$ cat config.mk
export PLATFORM = sky130hd
export DESIGN_NAME = rms_envelope_follower_flat
export DESIGN_NICKNAME = d
export VERILOG_FILES = /design/src/rtl/rmsef_pkg.sv /design/src/rtl/rmsef_in_if.sv /design/src/rtl/rmsef_out_if.sv /design/src/rtl/rmsef_dp.sv /design/src/rtl/rmsef_ctrl.sv /design/src/rtl/rms_envelope_follower.sv /design/src/flat_wrapper.sv
export SDC_FILE = /design/constraint.sdc
export NUM_CORES = 2
export LEC_CHECK = 0
export ABC_AREA = 1
export BUFFER_PORTS_ARGS = -buffer_cell sky130_fd_sc_hd__buf_4
export CORE_MARGIN = 2
export CORE_UTILIZATION = 50
export DETAILED_ROUTE_END_ITERATION = 10
export HOLD_SLACK_MARGIN = 0.06
export PLACE_DENSITY = 0.66
export SYNTH_ARGS = -nofsm -noshare
export SYNTH_HDL_FRONTEND = slang
export SYNTH_SLANG_ARGS = --single-unit
$ cat constraint.sdc
create_clock -name i_clk -period 9.1 [get_ports i_clk]
set_clock_uncertainty 0.2 [all_clocks]
set_input_delay 0 -clock i_clk [delete_from_list [all_inputs] [get_ports i_clk]]
set_output_delay 0 -clock i_clk [all_outputs]
set_load 0.02 [all_outputs]
$ cat src/rtl/rmsef_pkg.sv
// ----------------------------------------------------------------------------
// rmsef_pkg
// shared constants, register codes and controller types of the rms envelope
// follower
// ----------------------------------------------------------------------------
package rmsef_pkg;

    // default parameter values
    localparam int unsigned DEF_MAX_FRAMES  = 1024;
    localparam int unsigned DEF_SAMPLE_BITS = 16;

    // fixed field widths
    localparam int unsigned KEEP_W = 16;
    localparam int unsigned LVL_W  = 16;
    localparam int unsigned IDX_W  = 2;

    // configuration register indexes
    localparam logic [IDX_W-1:0] CFG_ATTACK_KEEP  = 2'd0;
    localparam logic [IDX_W-1:0] CFG_RELEASE_KEEP = 2'd1;

    // register reset values, q0.16
    localparam logic [KEEP_W-1:0] ATTACK_KEEP_RST  = 16'd13107;
    localparam logic [KEEP_W-1:0] RELEASE_KEEP_RST = 16'd60293;

    // full scale of an unsigned q1.15 level
    localparam logic [LVL_W-1:0] LEVEL_FULL = 16'd32768;

    typedef enum logic [3:0] {
        ST_IDLE,
        ST_ACC,
        ST_CHK,
        ST_DIV,
        ST_SQL,
        ST_SQRT,
        ST_MULA,
        ST_MULB,
        ST_UPD
    } t_state;

    // controller to datapath
    typedef struct packed {
        logic accept;
        logic add;
        logic zero;
        logic div_load;
        logic div_step;
        logic sqrt_load;
        logic sqrt_step;
        logic mul_env;
        logic mul_rms;
        logic update;
    } t_cmd;

    // datapath to controller
    typedef struct packed {
        logic pkt_empty;
        logic last;
        logic out_full;
    } t_sts;

endpackage

$ cat src/rtl/rmsef_in_if.sv
// ----------------------------------------------------------------------------
// rmsef_in_if
// sample channel: valid/ready with sample, silent and last
// ----------------------------------------------------------------------------
interface rmsef_in_if
    import rmsef_pkg::*;
#(
    parameter int unsigned SAMPLE_BITS = DEF_SAMPLE_BITS
) ();
    logic                          valid;
    logic                          ready;
    logic signed [SAMPLE_BITS-1:0] sample;
    logic                          silent;
    logic                          last;

    modport source (output valid, output sample, output silent, output last, input ready);
    modport sink   (input valid, input sample, input silent, input last, output ready);
endinterface

$ cat src/rtl/rmsef_out_if.sv
// ----------------------------------------------------------------------------
// rmsef_out_if
// result channel: valid/ready with packet rms, level and overflow
// ----------------------------------------------------------------------------
interface rmsef_out_if
    import rmsef_pkg::*;
();
    logic             valid;
    logic             ready;
    logic [LVL_W-1:0] packet_rms;
    logic [LVL_W-1:0] level;
    logic             overflow;

    modport source (output valid, output packet_rms, output level, output overflow,
                    input ready);
    modport sink   (input valid, input packet_rms, input level, input overflow,
                    output ready);
endinterface

$ cat src/rtl/rmsef_dp.sv
// ----------------------------------------------------------------------------
// rmsef_dp
// datapath: square and accumulate, restoring divider, digit-by-digit square
// root, shared multiplier for the envelope update, result register
// ----------------------------------------------------------------------------
module rmsef_dp
    import rmsef_pkg::*;
#(
    parameter int unsigned MAX_FRAMES  = DEF_MAX_FRAMES,
    parameter int unsigned SAMPLE_BITS = DEF_SAMPLE_BITS
) (
    input  logic                   i_clk,
    input  logic                   i_rst_n,
    input  t_cmd                   i_cmd,
    output t_sts                   o_sts,
    input  logic [SAMPLE_BITS-1:0] i_sample,
    input  logic                   i_silent,
    input  logic                   i_last,
    input  logic                   i_cfg_we,
    input  logic [IDX_W-1:0]       i_cfg_idx,
    input  logic [KEEP_W-1:0]      i_cfg_data,
    output logic                   o_out_valid,
    input  logic                   i_out_ready,
    output logic [LVL_W-1:0]       o_out_rms,
    output logic [LVL_W-1:0]       o_out_level,
    output logic                   o_out_overflow
);
    localparam int unsigned SB     = SAMPLE_BITS;
    localparam int unsigned CNT_W  = $clog2(MAX_FRAMES + 1);
    localparam int unsigned SQ_W   = 2 * SB - 1;
    localparam int unsigned SUM_W  = CNT_W + 2 * SB - 2;
    localparam int unsigned RAD_W  = 2 * SB;
    localparam int unsigned REM_W  = SB + 2;
    localparam int unsigned PROD_W = 2 * LVL_W + 1;
    localparam int unsigned ACC_W  = PROD_W + 1;
    localparam logic [CNT_W-1:0] MAX_CNT = CNT_W'(MAX_FRAMES);

    // configuration
    logic [KEEP_W-1:0] r_attack;
    logic [KEEP_W-1:0] r_release;

    // per packet state
    logic [SUM_W-1:0] r_sum;
    logic [CNT_W-1:0] r_cnt;
    logic             r_silent;
    logic             r_drop;
    logic             r_last;
    logic             r_add;
    logic [SQ_W-1:0]  r_sq;

    // divider and root
    logic [SUM_W-1:0] r_div;
    logic [CNT_W-1:0] r_rem;
    logic [RAD_W-1:0] r_rad;
    logic [SB-1:0]    r_srem;
    logic [SB-1:0]    r_root;

    // envelope
    logic [LVL_W-1:0]  r_env;
    logic [PROD_W-1:0] r_p1;
    logic [PROD_W-1:0] r_p2;

    // result register
    logic             r_out_valid;
    logic [LVL_W-1:0] r_out_rms;
    logic [LVL_W-1:0] r_out_lvl;
    logic             r_out_ovf;

    logic [SB-1:0]     w_mag;
    logic [RAD_W-1:0]  w_mag_x;
    logic [RAD_W-1:0]  w_sq;
    logic [CNT_W:0]    w_rem_sh;
    logic              w_qbit;
    logic [REM_W-1:0]  w_srem_sh;
    logic [REM_W-1:0]  w_trial;
    logic              w_rbit;
    logic [LVL_W-1:0]  w_rms;
    logic              w_attack;
    logic [KEEP_W-1:0] w_keep;
    logic [KEEP_W:0]   w_inv;
    logic [LVL_W-1:0]  w_ma;
    logic [KEEP_W:0]   w_mb;
    logic [PROD_W-1:0] w_prod;
    logic [ACC_W-1:0]  w_blend;
    logic [ACC_W-17:0] w_next;
    logic [LVL_W-1:0]  w_lvl;

    // square of the sample magnitude; the most negative code maps to 2^(sb-1)
    assign w_mag   = i_sample[SB-1] ? ((~i_sample) + 1'b1) : i_sample;
    assign w_mag_x = RAD_W'(w_mag);
    assign w_sq    = w_mag_x * w_mag_x;

    // restoring divide step
    assign w_rem_sh = {r_rem, r_div[SUM_W-1]};
    assign w_qbit   = (w_rem_sh >= {1'b0, r_cnt});

    // root step, two radicand bits at a time
    assign w_srem_sh = {r_srem, r_rad[RAD_W-1 -: 2]};
    assign w_trial   = {r_root, 2'b01};
    assign w_rbit    = (w_srem_sh >= w_trial);

    // rescale root to q1.15
    generate
        if (SB > LVL_W) begin : g_scale_down
            assign w_rms = LVL_W'(r_root >> (SB - LVL_W));
        end else begin : g_scale_up
            assign w_rms = LVL_W'(r_root) << (LVL_W - SB);
        end
    endgenerate

    // attack when the packet rms rises above the envelope
    assign w_attack = (w_rms > r_env);
    assign w_keep   = w_attack ? r_attack : r_release;
    assign w_inv    = (KEEP_W + 1)'(1 << KEEP_W) - {1'b0, w_keep};
    assign w_ma     = i_cmd.mul_env ? r_env : w_rms;
    assign w_mb     = i_cmd.mul_env ? {1'b0, w_keep} : w_inv;
    assign w_prod   = PROD_W'(w_ma) * PROD_W'(w_mb);

    assign w_blend = ACC_W'(r_p1) + ACC_W'(r_p2);
    assign w_next  = w_blend[ACC_W-1:KEEP_W];
    assign w_lvl   = (w_next > (ACC_W-16)'(LEVEL_FULL)) ? LEVEL_FULL : w_next[LVL_W-1:0];

    always_ff @(posedge i_clk) begin
        if (!i_rst_n) begin
            r_attack  <= ATTACK_KEEP_RST;
            r_release <= RELEASE_KEEP_RST;
        end else if (i_cfg_we) begin
            case (i_cfg_idx)
                CFG_ATTACK_KEEP:  r_attack  <= i_cfg_data;
                CFG_RELEASE_KEEP: r_release <= i_cfg_data;
                default: ;
            endcase
        end
    end

    always_ff @(posedge i_clk) begin
        if (!i_rst_n) begin
            r_sum       <= '0;
            r_cnt       <= '0;
            r_silent    <= 1'b0;
            r_drop      <= 1'b0;
            r_env       <= '0;
            r_out_valid <= 1'b0;
        end else begin
            if (i_cmd.accept) begin
                if (i_silent) begin
                    r_silent <= 1'b1;
                end else if (r_cnt < MAX_CNT) begin
                    r_cnt <= r_cnt + 1'b1;
                end else begin
                    r_drop <= 1'b1;
                end
            end
            if (i_cmd.add && r_add) begin
                r_sum <= r_sum + SUM_W'(r_sq);
            end
            if (i_cmd.update) begin
                r_env       <= w_lvl;
                r_sum       <= '0;
                r_cnt       <= '0;
                r_silent    <= 1'b0;
                r_drop      <= 1'b0;
                r_out_valid <= 1'b1;
            end else if (i_out_ready) begin
                r_out_valid <= 1'b0;
            end
        end
    end

    always_ff @(posedge i_clk) begin
        if (i_cmd.accept) begin
            r_last <= i_last;
            r_add  <= !i_silent && (r_cnt < MAX_CNT);
            r_sq   <= w_sq[SQ_W-1:0];
        end
        if (i_cmd.div_load) begin
            r_div <= r_sum;
            r_rem <= '0;
        end else if (i_cmd.div_step) begin
            r_div <= {r_div[SUM_W-2:0], w_qbit};
            r_rem <= w_qbit ? CNT_W'(w_rem_sh - {1'b0, r_cnt}) : w_rem_sh[CNT_W-1:0];
        end
        if (i_cmd.zero) begin
            r_root <= '0;
        end else if (i_cmd.sqrt_load) begin
            r_rad  <= RAD_W'(r_div[SQ_W-1:0]);
            r_srem <= '0;
            r_root <= '0;
        end else if (i_cmd.sqrt_step) begin
            r_rad  <= r_rad << 2;
            r_srem <= w_rbit ? SB'(w_srem_sh - w_trial) : w_srem_sh[SB-1:0];
            r_root <= {r_root[SB-2:0], w_rbit};
        end
        if (i_cmd.mul_env) begin
            r_p1 <= w_prod;
        end
        if (i_cmd.mul_rms) begin
            r_p2 <= w_prod;
        end
        if (i_cmd.update) begin
            r_out_rms <= w_rms;
            r_out_lvl <= w_lvl;
            r_out_ovf <= r_drop;
        end
    end

    assign o_sts.pkt_empty = r_silent || (r_cnt == '0);
    assign o_sts.last      = r_last;
    assign o_sts.out_full  = r_out_valid && !i_out_ready;

    assign o_out_valid    = r_out_valid;
    assign o_out_rms      = r_out_rms;
    assign o_out_level    = r_out_lvl;
    assign o_out_overflow = r_out_ovf;

endmodule

$ cat src/rtl/rmsef_ctrl.sv
// ----------------------------------------------------------------------------
// rmsef_ctrl
// controller: sequences accumulate, divide, root and envelope update
// ----------------------------------------------------------------------------
module rmsef_ctrl
    import rmsef_pkg::*;
#(
    parameter int unsigned MAX_FRAMES  = DEF_MAX_FRAMES,
    parameter int unsigned SAMPLE_BITS = DEF_SAMPLE_BITS
) (
    input  logic i_clk,
    input  logic i_rst_n,
    input  logic i_in_valid,
    output logic o_in_ready,
    input  t_sts i_sts,
    output t_cmd o_cmd
);
    localparam int unsigned CNT_W  = $clog2(MAX_FRAMES + 1);
    localparam int unsigned SUM_W  = CNT_W + 2 * SAMPLE_BITS - 2;
    localparam int unsigned STEP_W = $clog2(SUM_W);
    localparam logic [STEP_W-1:0] DIV_LAST  = STEP_W'(SUM_W - 1);
    localparam logic [STEP_W-1:0] SQRT_LAST = STEP_W'(SAMPLE_BITS - 1);

    t_state            r_state;
    t_state            n_state;
    logic [STEP_W-1:0] r_step;

    always_ff @(posedge i_clk) begin
        if (!i_rst_n) begin
            r_state <= ST_IDLE;
            r_step  <= '0;
        end else begin
            r_state <= n_state;
            if (o_cmd.div_load || o_cmd.sqrt_load) begin
                r_step <= '0;
            end else if (o_cmd.div_step || o_cmd.sqrt_step) begin
                r_step <= r_step + 1'b1;
            end
        end
    end

    always_comb begin
        n_state    = r_state;
        o_cmd      = '0;
        o_in_ready = 1'b0;
        case (r_state)
            ST_IDLE: begin
                o_in_ready = 1'b1;
                if (i_in_valid) begin
                    o_cmd.accept = 1'b1;
                    n_state      = ST_ACC;
                end
            end
            ST_ACC: begin
                o_cmd.add = 1'b1;
                n_state   = i_sts.last ? ST_CHK : ST_IDLE;
            end
            ST_CHK: begin
                if (i_sts.pkt_empty) begin
                    o_cmd.zero = 1'b1;
                    n_state    = ST_MULA;
                end else begin
                    o_cmd.div_load = 1'b1;
                    n_state        = ST_DIV;
                end
            end
            ST_DIV: begin
                o_cmd.div_step = 1'b1;
                if (r_step == DIV_LAST) begin
                    n_state = ST_SQL;
                end
            end
            ST_SQL: begin
                o_cmd.sqrt_load = 1'b1;
                n_state         = ST_SQRT;
            end
            ST_SQRT: begin
                o_cmd.sqrt_step = 1'b1;
                if (r_step == SQRT_LAST) begin
                    n_state = ST_MULA;
                end
            end
            ST_MULA: begin
                o_cmd.mul_env = 1'b1;
                n_state       = ST_MULB;
            end
            ST_MULB: begin
                o_cmd.mul_rms = 1'b1;
                n_state       = ST_UPD;
            end
            ST_UPD: begin
                if (!i_sts.out_full) begin
                    o_cmd.update = 1'b1;
                    n_state      = ST_IDLE;
                end
            end
            default: begin
                n_state = ST_IDLE;
            end
        endcase
    end

endmodule

$ cat src/rtl/rms_envelope_follower.sv
// ----------------------------------------------------------------------------
// rms_envelope_follower
// per-packet rms of q1.15 audio with an attack/release smoothed level
// ----------------------------------------------------------------------------
// usage
//   i_in carries one sample per transaction with silent and last flags; the
//   transaction with last set closes a packet and yields one result on o_out
//   (packet_rms, level, overflow). other transactions yield no result.
//   i_cfg_we/i_cfg_idx/i_cfg_data write attack_keep (0) and release_keep (1);
//   others ignored; the user writes only while the block is idle (unchecked).
// samples
//   a sample is accepted (square computed by one multiplier) and then
//   accumulated; the next sample is not taken before the accumulate state.
// sequence at packet end
//   accumulate, check, restoring divide one bit a cycle over the sum
//   width (clog2(MAX_FRAMES+1) + 2*SAMPLE_BITS - 2, 41 at the defaults),
//   root load, root one bit a cycle (SAMPLE_BITS bits), two products on the
//   shared envelope multiplier and the update. an empty or silent packet
//   skips divide and root.
// reset
//   synchronous active low; clears the envelope, the packet sum, count and
//   silent/drop flags and the result valid flag; restores both keep registers.
// stalls
//   the result sits in an output register; the next packet's samples are
//   still taken while it waits, and only the following packet end holds
//   in its update cycle until o_out.ready frees the register
// ----------------------------------------------------------------------------
module rms_envelope_follower
    import rmsef_pkg::*;
#(
    parameter int unsigned MAX_FRAMES  = DEF_MAX_FRAMES,
    parameter int unsigned SAMPLE_BITS = DEF_SAMPLE_BITS
) (
    input  logic              i_clk,
    input  logic              i_rst_n,
    rmsef_in_if.sink          i_in,
    rmsef_out_if.source       o_out,
    input  logic              i_cfg_we,
    input  logic [IDX_W-1:0]  i_cfg_idx,
    input  logic [KEEP_W-1:0] i_cfg_data
);
    // command and status between controller and datapath
    t_cmd w_cmd;
    t_sts w_sts;

    // sequencer: sample accept, packet-end divide and root, envelope update
    rmsef_ctrl #(
        .MAX_FRAMES  (MAX_FRAMES),
        .SAMPLE_BITS (SAMPLE_BITS)
    ) u_ctrl (
        .i_clk      (i_clk),
        .i_rst_n    (i_rst_n),
        .i_in_valid (i_in.valid),
        .o_in_ready (i_in.ready),
        .i_sts      (w_sts),
        .o_cmd      (w_cmd)
    );

    // arithmetic, packet state, keep registers and the result register
    rmsef_dp #(
        .MAX_FRAMES  (MAX_FRAMES),
        .SAMPLE_BITS (SAMPLE_BITS)
    ) u_dp (
        .i_clk          (i_clk),
        .i_rst_n        (i_rst_n),
        .i_cmd          (w_cmd),
        .o_sts          (w_sts),
        .i_sample       (i_in.sample),
        .i_silent       (i_in.silent),
        .i_last         (i_in.last),
        .i_cfg_we       (i_cfg_we),
        .i_cfg_idx      (i_cfg_idx),
        .i_cfg_data     (i_cfg_data),
        .o_out_valid    (o_out.valid),
        .i_out_ready    (o_out.ready),
        .o_out_rms      (o_out.packet_rms),
        .o_out_level    (o_out.level),
        .o_out_overflow (o_out.overflow)
    );

endmodule

$ cat src/flat_wrapper.sv
// flat-port wrapper written by rule: the top's interface ports become plain ports
module rms_envelope_follower_flat import rmsef_pkg::*;
#(
    parameter int unsigned MAX_FRAMES  = DEF_MAX_FRAMES,
    parameter int unsigned SAMPLE_BITS = DEF_SAMPLE_BITS
)
  (i_clk, i_rst_n, i_cfg_we, i_cfg_idx, i_cfg_data, i_in_valid, i_in_sample, i_in_silent, i_in_last, i_in_ready, o_out_valid, o_out_packet_rms, o_out_level, o_out_overflow, o_out_ready);
  rmsef_in_if #(.SAMPLE_BITS(SAMPLE_BITS)) i_in_i ();
  rmsef_out_if o_out_i ();
  input  logic i_clk;
  input  logic i_rst_n;
  input  logic i_cfg_we;
  input  logic [IDX_W-1:0] i_cfg_idx;
  input  logic [KEEP_W-1:0] i_cfg_data;
  input wire logic [$bits(i_in_i.valid)-1:0] i_in_valid;
  input wire logic [$bits(i_in_i.sample)-1:0] i_in_sample;
  input wire logic [$bits(i_in_i.silent)-1:0] i_in_silent;
  input wire logic [$bits(i_in_i.last)-1:0] i_in_last;
  output wire logic [$bits(i_in_i.ready)-1:0] i_in_ready;
  output wire logic [$bits(o_out_i.valid)-1:0] o_out_valid;
  output wire logic [$bits(o_out_i.packet_rms)-1:0] o_out_packet_rms;
  output wire logic [$bits(o_out_i.level)-1:0] o_out_level;
  output wire logic [$bits(o_out_i.overflow)-1:0] o_out_overflow;
  input wire logic [$bits(o_out_i.ready)-1:0] o_out_ready;
  assign i_in_i.valid = i_in_valid;
  assign i_in_i.sample = i_in_sample;
  assign i_in_i.silent = i_in_silent;
  assign i_in_i.last = i_in_last;
  assign i_in_ready = i_in_i.ready;
  assign o_out_valid = o_out_i.valid;
  assign o_out_packet_rms = o_out_i.packet_rms;
  assign o_out_level = o_out_i.level;
  assign o_out_overflow = o_out_i.overflow;
  assign o_out_i.ready = o_out_ready;
  rms_envelope_follower #(.MAX_FRAMES(MAX_FRAMES), .SAMPLE_BITS(SAMPLE_BITS)) u_core (.i_clk(i_clk), .i_rst_n(i_rst_n), .i_in(i_in_i), .o_out(o_out_i), .i_cfg_we(i_cfg_we), .i_cfg_idx(i_cfg_idx), .i_cfg_data(i_cfg_data));
endmodule
==> flow_summary.yaml <==
run_status:
  outcome: "finished clean"
worst_hold_path:
  hold_start: "i_in_silent"
  min_to: "u_core.u_dp.r_add"
  whs_path_depth: 3
  hold_class: "in -> reg"
routing:
  finalWirelength_mm: 92.1
  vias: 29400
  wl_per_cell_um: 16.3
  viasPerCell: 5.21
  drt_iter0_drc: 2173
  drc_errors: 0
  drtAntennaViolNets: 0
  first_pass_iters: 6
power_and_ir_drop:
  p_total_mw: 10.9
  power.leakage_nw: 19.8
  powerDensity_nw_per_um2: 273
  irDropWorstVdd_uv: 434
die:
  ioPinCount: 76
  die_y_um: 273
  die_w_um: 273
  rows: 98
  core_um2: 71600
  start_util_pct: 50.7
  die_area_um2: 74700
timing:
  finalCritPeriodShare_pct: 93.7
  setup_tns_ps: 0
  finalWorstSetupSlack_ps: 573
  max_freq_mhz: 117
  final_hold_viol_count: 0
  tightest_slew_ps: 1170
  rsz0062_at_grt: "false"
  timing.hold.ws_ps: 107
  setup_violations: 0
  fin_crit_ps: 8530
  relSlewSlack_pct: 21.2
  drv_slew: 0
final_layout:
  antenna_cells: 0
  post-route-util_pct: 55.9
  drive_above_1_share_pct: 5.76
  area_growth_pct: 10.3
  layout.nets: 5392
  fillers: 6786
  instances_no_fill: 5651
  design_area_um2: 40000
synthesis:
  synthAdderAreaFrac_pct: 31.3
  synth_simple_gate_area_share_pct: 20.9
  synth.area.mux_share_pct: 0.0621
  synth.avg_cell_area_um2: 7.99
  yosysWarnings: 0
  synth_compound_area_share_pct: 8.60
  ys_ff_latch: 360
  yosysSeqAreaShare_pct: 25.9
  netlist_area_um2: 36300
  netlist_instances: 4539
  synthXorXnorAreaFrac_pct: 2.68
  synthDistinctLibCells: 60
  synth_top_family_by_area: "adder cells"
worst_setup_path:
  timing.rr.end: "u_core.u_dp.r_p1[25]"
  critPathMaxFanout: 21
  critPathMaxStageDelay_ps: 580
  timing.rr.start: "u_core.u_dp.r_root[15]"
  ff2ff_path_depth: 36
  r2r_setup_slack_ps: 570
  worstPathArrival_ps: 8620
  end_kind: "flop"
  critPathSlowestCell: "fa_1"
  crit_required_ps: 9190
  critPathKind: "reg -> reg"
  start_kind: "flop"
placement:
  pre_cts_ws_ps: 483
  io_buffers: 75
  dpl-instance-area_um2: 38000
  dp_hpwl_mm: 73.3
  place_inst: 5514
  place_congestion: 0.940
clock_network:
  cts_tree: "yes"
  cts.htree.levels: 2
  cts_made_buffers: 41
  clockBufferDepth: 3
  insertion_delay_ps: 590
  clk_pin_slew_ps: 60
  ctsRootBufferMaster: "clkbuf_16"
  clock-sinks: 360
job:
  drv_cap: 0
global_route:
  grt_pass1_vias: 28700
  track_usage_pct: 24.8
  antenna_found_initial: 0
  grt_max_degree: 83
  grt_pass1_wl_mm: 148
  grt_overflow: 0
synthesized netlist by cell type (all sizes together):
cell / count / area share, %
o221ai: 5 / 0.12
xor2: 70 / 1.7
o311ai: 1 / 0.024
buf: 26 / 0.45
nand2: 1002 / 11
o221a: 1 / 0.031
nand3: 215 / 3.1
ha: 310 / 11
nor4: 11 / 0.19
o21a: 10 / 0.21
or4: 1 / 0.021
or2: 8 / 0.14
inv: 882 / 9.1
clkbuf: 79 / 0.82
o21ai: 206 / 2.9
a211oi: 4 / 0.083
and3: 10 / 0.17
and2: 4 / 0.069
nand4: 45 / 0.78
o31ai: 4 / 0.083
nand3b: 6 / 0.12
nor3: 35 / 0.48
a31o: 2 / 0.048
a21oi: 263 / 3.6
o2111ai: 3 / 0.072
clkinv: 8 / 0.083
o22ai: 1 / 0.034
xnor2: 41 / 0.99
a2111oi: 1 / 0.024
conb: 2 / 0.021
o211ai: 4 / 0.083
a21o: 12 / 0.25
nor2: 478 / 5.1
a31oi: 25 / 0.43
fa: 373 / 21
edfxtp: 220 / 18
o311a: 1 / 0.028
a221oi: 3 / 0.072
dfxtp: 140 / 7.7
o21bai: 17 / 0.35
mux2: 2 / 0.062
nor3b: 1 / 0.021
a21boi: 7 / 0.14
where the power goes:
part | switching [mW] | total, mW | internal (mW)
Sequential | 0.108 | 2.34 | 2.23
Clock | 0.703 | 1.70 | 0.998
Combinational | 4.38 | 6.88 | 2.50
Total | 5.19 | 10.9 | 5.73
timing repair:
action                                 4_1_cts  5_1_grt
resized for setup                            0        7
endpoints found under the hold margin       90        0
hold buffers                                61        0
setup endpoints to repair                    0       15
buffers inserted                             0        0
area by class of cell:
class / count / area, µm² / share of cell area (%)
clock buffer: 54 / 1130 / 2.82
sequential: 360 / 9410 / 23.5
timing repair buffer: 181 / 1510 / 3.78
inverter: 890 / 3350 / 8.37
clock inverter: 22 / 254 / 0.635
tap: 950 / 1190 / 2.97
multi-input combinational: 3194 / 23200 / 57.9
worst max-delay path, delay by kind of cell (launching register included):
family,cells,cell delay (ps)
flops,1,340
buf+inv,6,330
fa+ha+maj,8,3810
compound gates,5,960
xor+xnor,1,90
simple gates,16,2500
cell usage in the layout (no fill, tap or decap), types with 7 or more instances in the layout:
| master | instances |
|---|---|
| nor2_2 | 17 |
| and3_1 | 10 |
| a31oi_1 | 25 |
| nor4_1 | 11 |
| nor3_1 | 34 |
| nand2_4 | 9 |
| inv_1 | 876 |
| o21ai_0 | 193 |
| o21bai_1 | 17 |
| dlygate4sd3_1 | 61 |
| ha_1 | 310 |
| nand2_2 | 22 |
| buf_4 | 120 |
| clkinv_2 | 8 |
| clkinv_1 | 11 |
| o21ai_1 | 10 |
| o21a_1 | 10 |
| fa_1 | 373 |
| nand3_2 | 7 |
| xor2_1 | 70 |
| dfxtp_1 | 140 |
| nand4_1 | 45 |
| clkbuf_1 | 10 |
| edfxtp_1 | 220 |
| conb_1 | 12 |
| a21oi_1 | 263 |
| or2_2 | 8 |
| xnor2_1 | 41 |
| a21o_1 | 12 |
| clkbuf_16 | 43 |
| nand2_1 | 971 |
| nand3_1 | 205 |
| nor2_1 | 456 |
per-layer routing:
layer	share of wire, %	wire length (µm)	up-vias	track usage (%)
met2	44	40500	880	39.2
met3	7.0	6420	157	3.79
met4	2.9	2640	0	7.12
met5	0	0	-	0
li1	-	-	14600	-
met1	46	42600	13800	35.4
sequential cells by signal, indices dropped and copies added, names as in the netlist, 4 cells and up:
| register | flops |
|---|---|
| u_core.u_dp.o_out_level | 16 |
| u_core.u_ctrl.r_step | 6 |
| u_core.u_dp.r_p1 | 33 |
| u_core.u_dp.r_div | 41 |
| u_core.u_dp.r_root | 16 |
| u_core.u_dp.r_sum | 41 |
| u_core.u_dp.r_srem | 16 |
| u_core.u_dp.r_cnt | 11 |
| u_core.u_dp.r_env | 16 |
| u_core.u_dp.r_sq | 30 |
| u_core.u_dp.r_rad | 32 |
| u_core.u_dp.o_out_rms | 16 |
| u_core.u_ctrl.r_state | 4 |
| u_core.u_dp.r_attack | 16 |
| u_core.u_dp.r_p2 | 33 |
| u_core.u_dp.r_rem | 11 |
| u_core.u_dp.r_release | 16 |
how the worst max path moves through the flow:
stage	from	end	slack, ps	cells after the start
floorplan	u_core.u_ctrl.r_state[1]	u_core.u_dp.r_p1[30]	1650	32
global placement	u_core.u_dp.r_env[15]	u_core.u_dp.r_p1[30]	600	38
detailed placement	u_core.u_dp.r_root[15]	u_core.u_dp.r_p1[30]	480	36
CTS	u_core.u_dp.r_root[15]	u_core.u_dp.r_p2[30]	440	37
global route	u_core.u_dp.r_env[15]	u_core.u_dp.r_p2[31]	1	37
finish	u_core.u_dp.r_root[15]	u_core.u_dp.r_p1[25]	570	36
cell families (layout without fill, tap and decap cells):
group                    count (synthesis)  count (layout)
adder cells (fa/ha/maj)                683             683
other                                    2              12
AO/OA/AOI/OAI                          570             570
multiplexers                             2               2
flip-flops                             360             360
XOR/XNOR                               111             111
AND/OR/NAND/NOR                       1816            1816
buffers and inverters                  995            1147
Note: power is estimated with default switching activity, not from simulation.
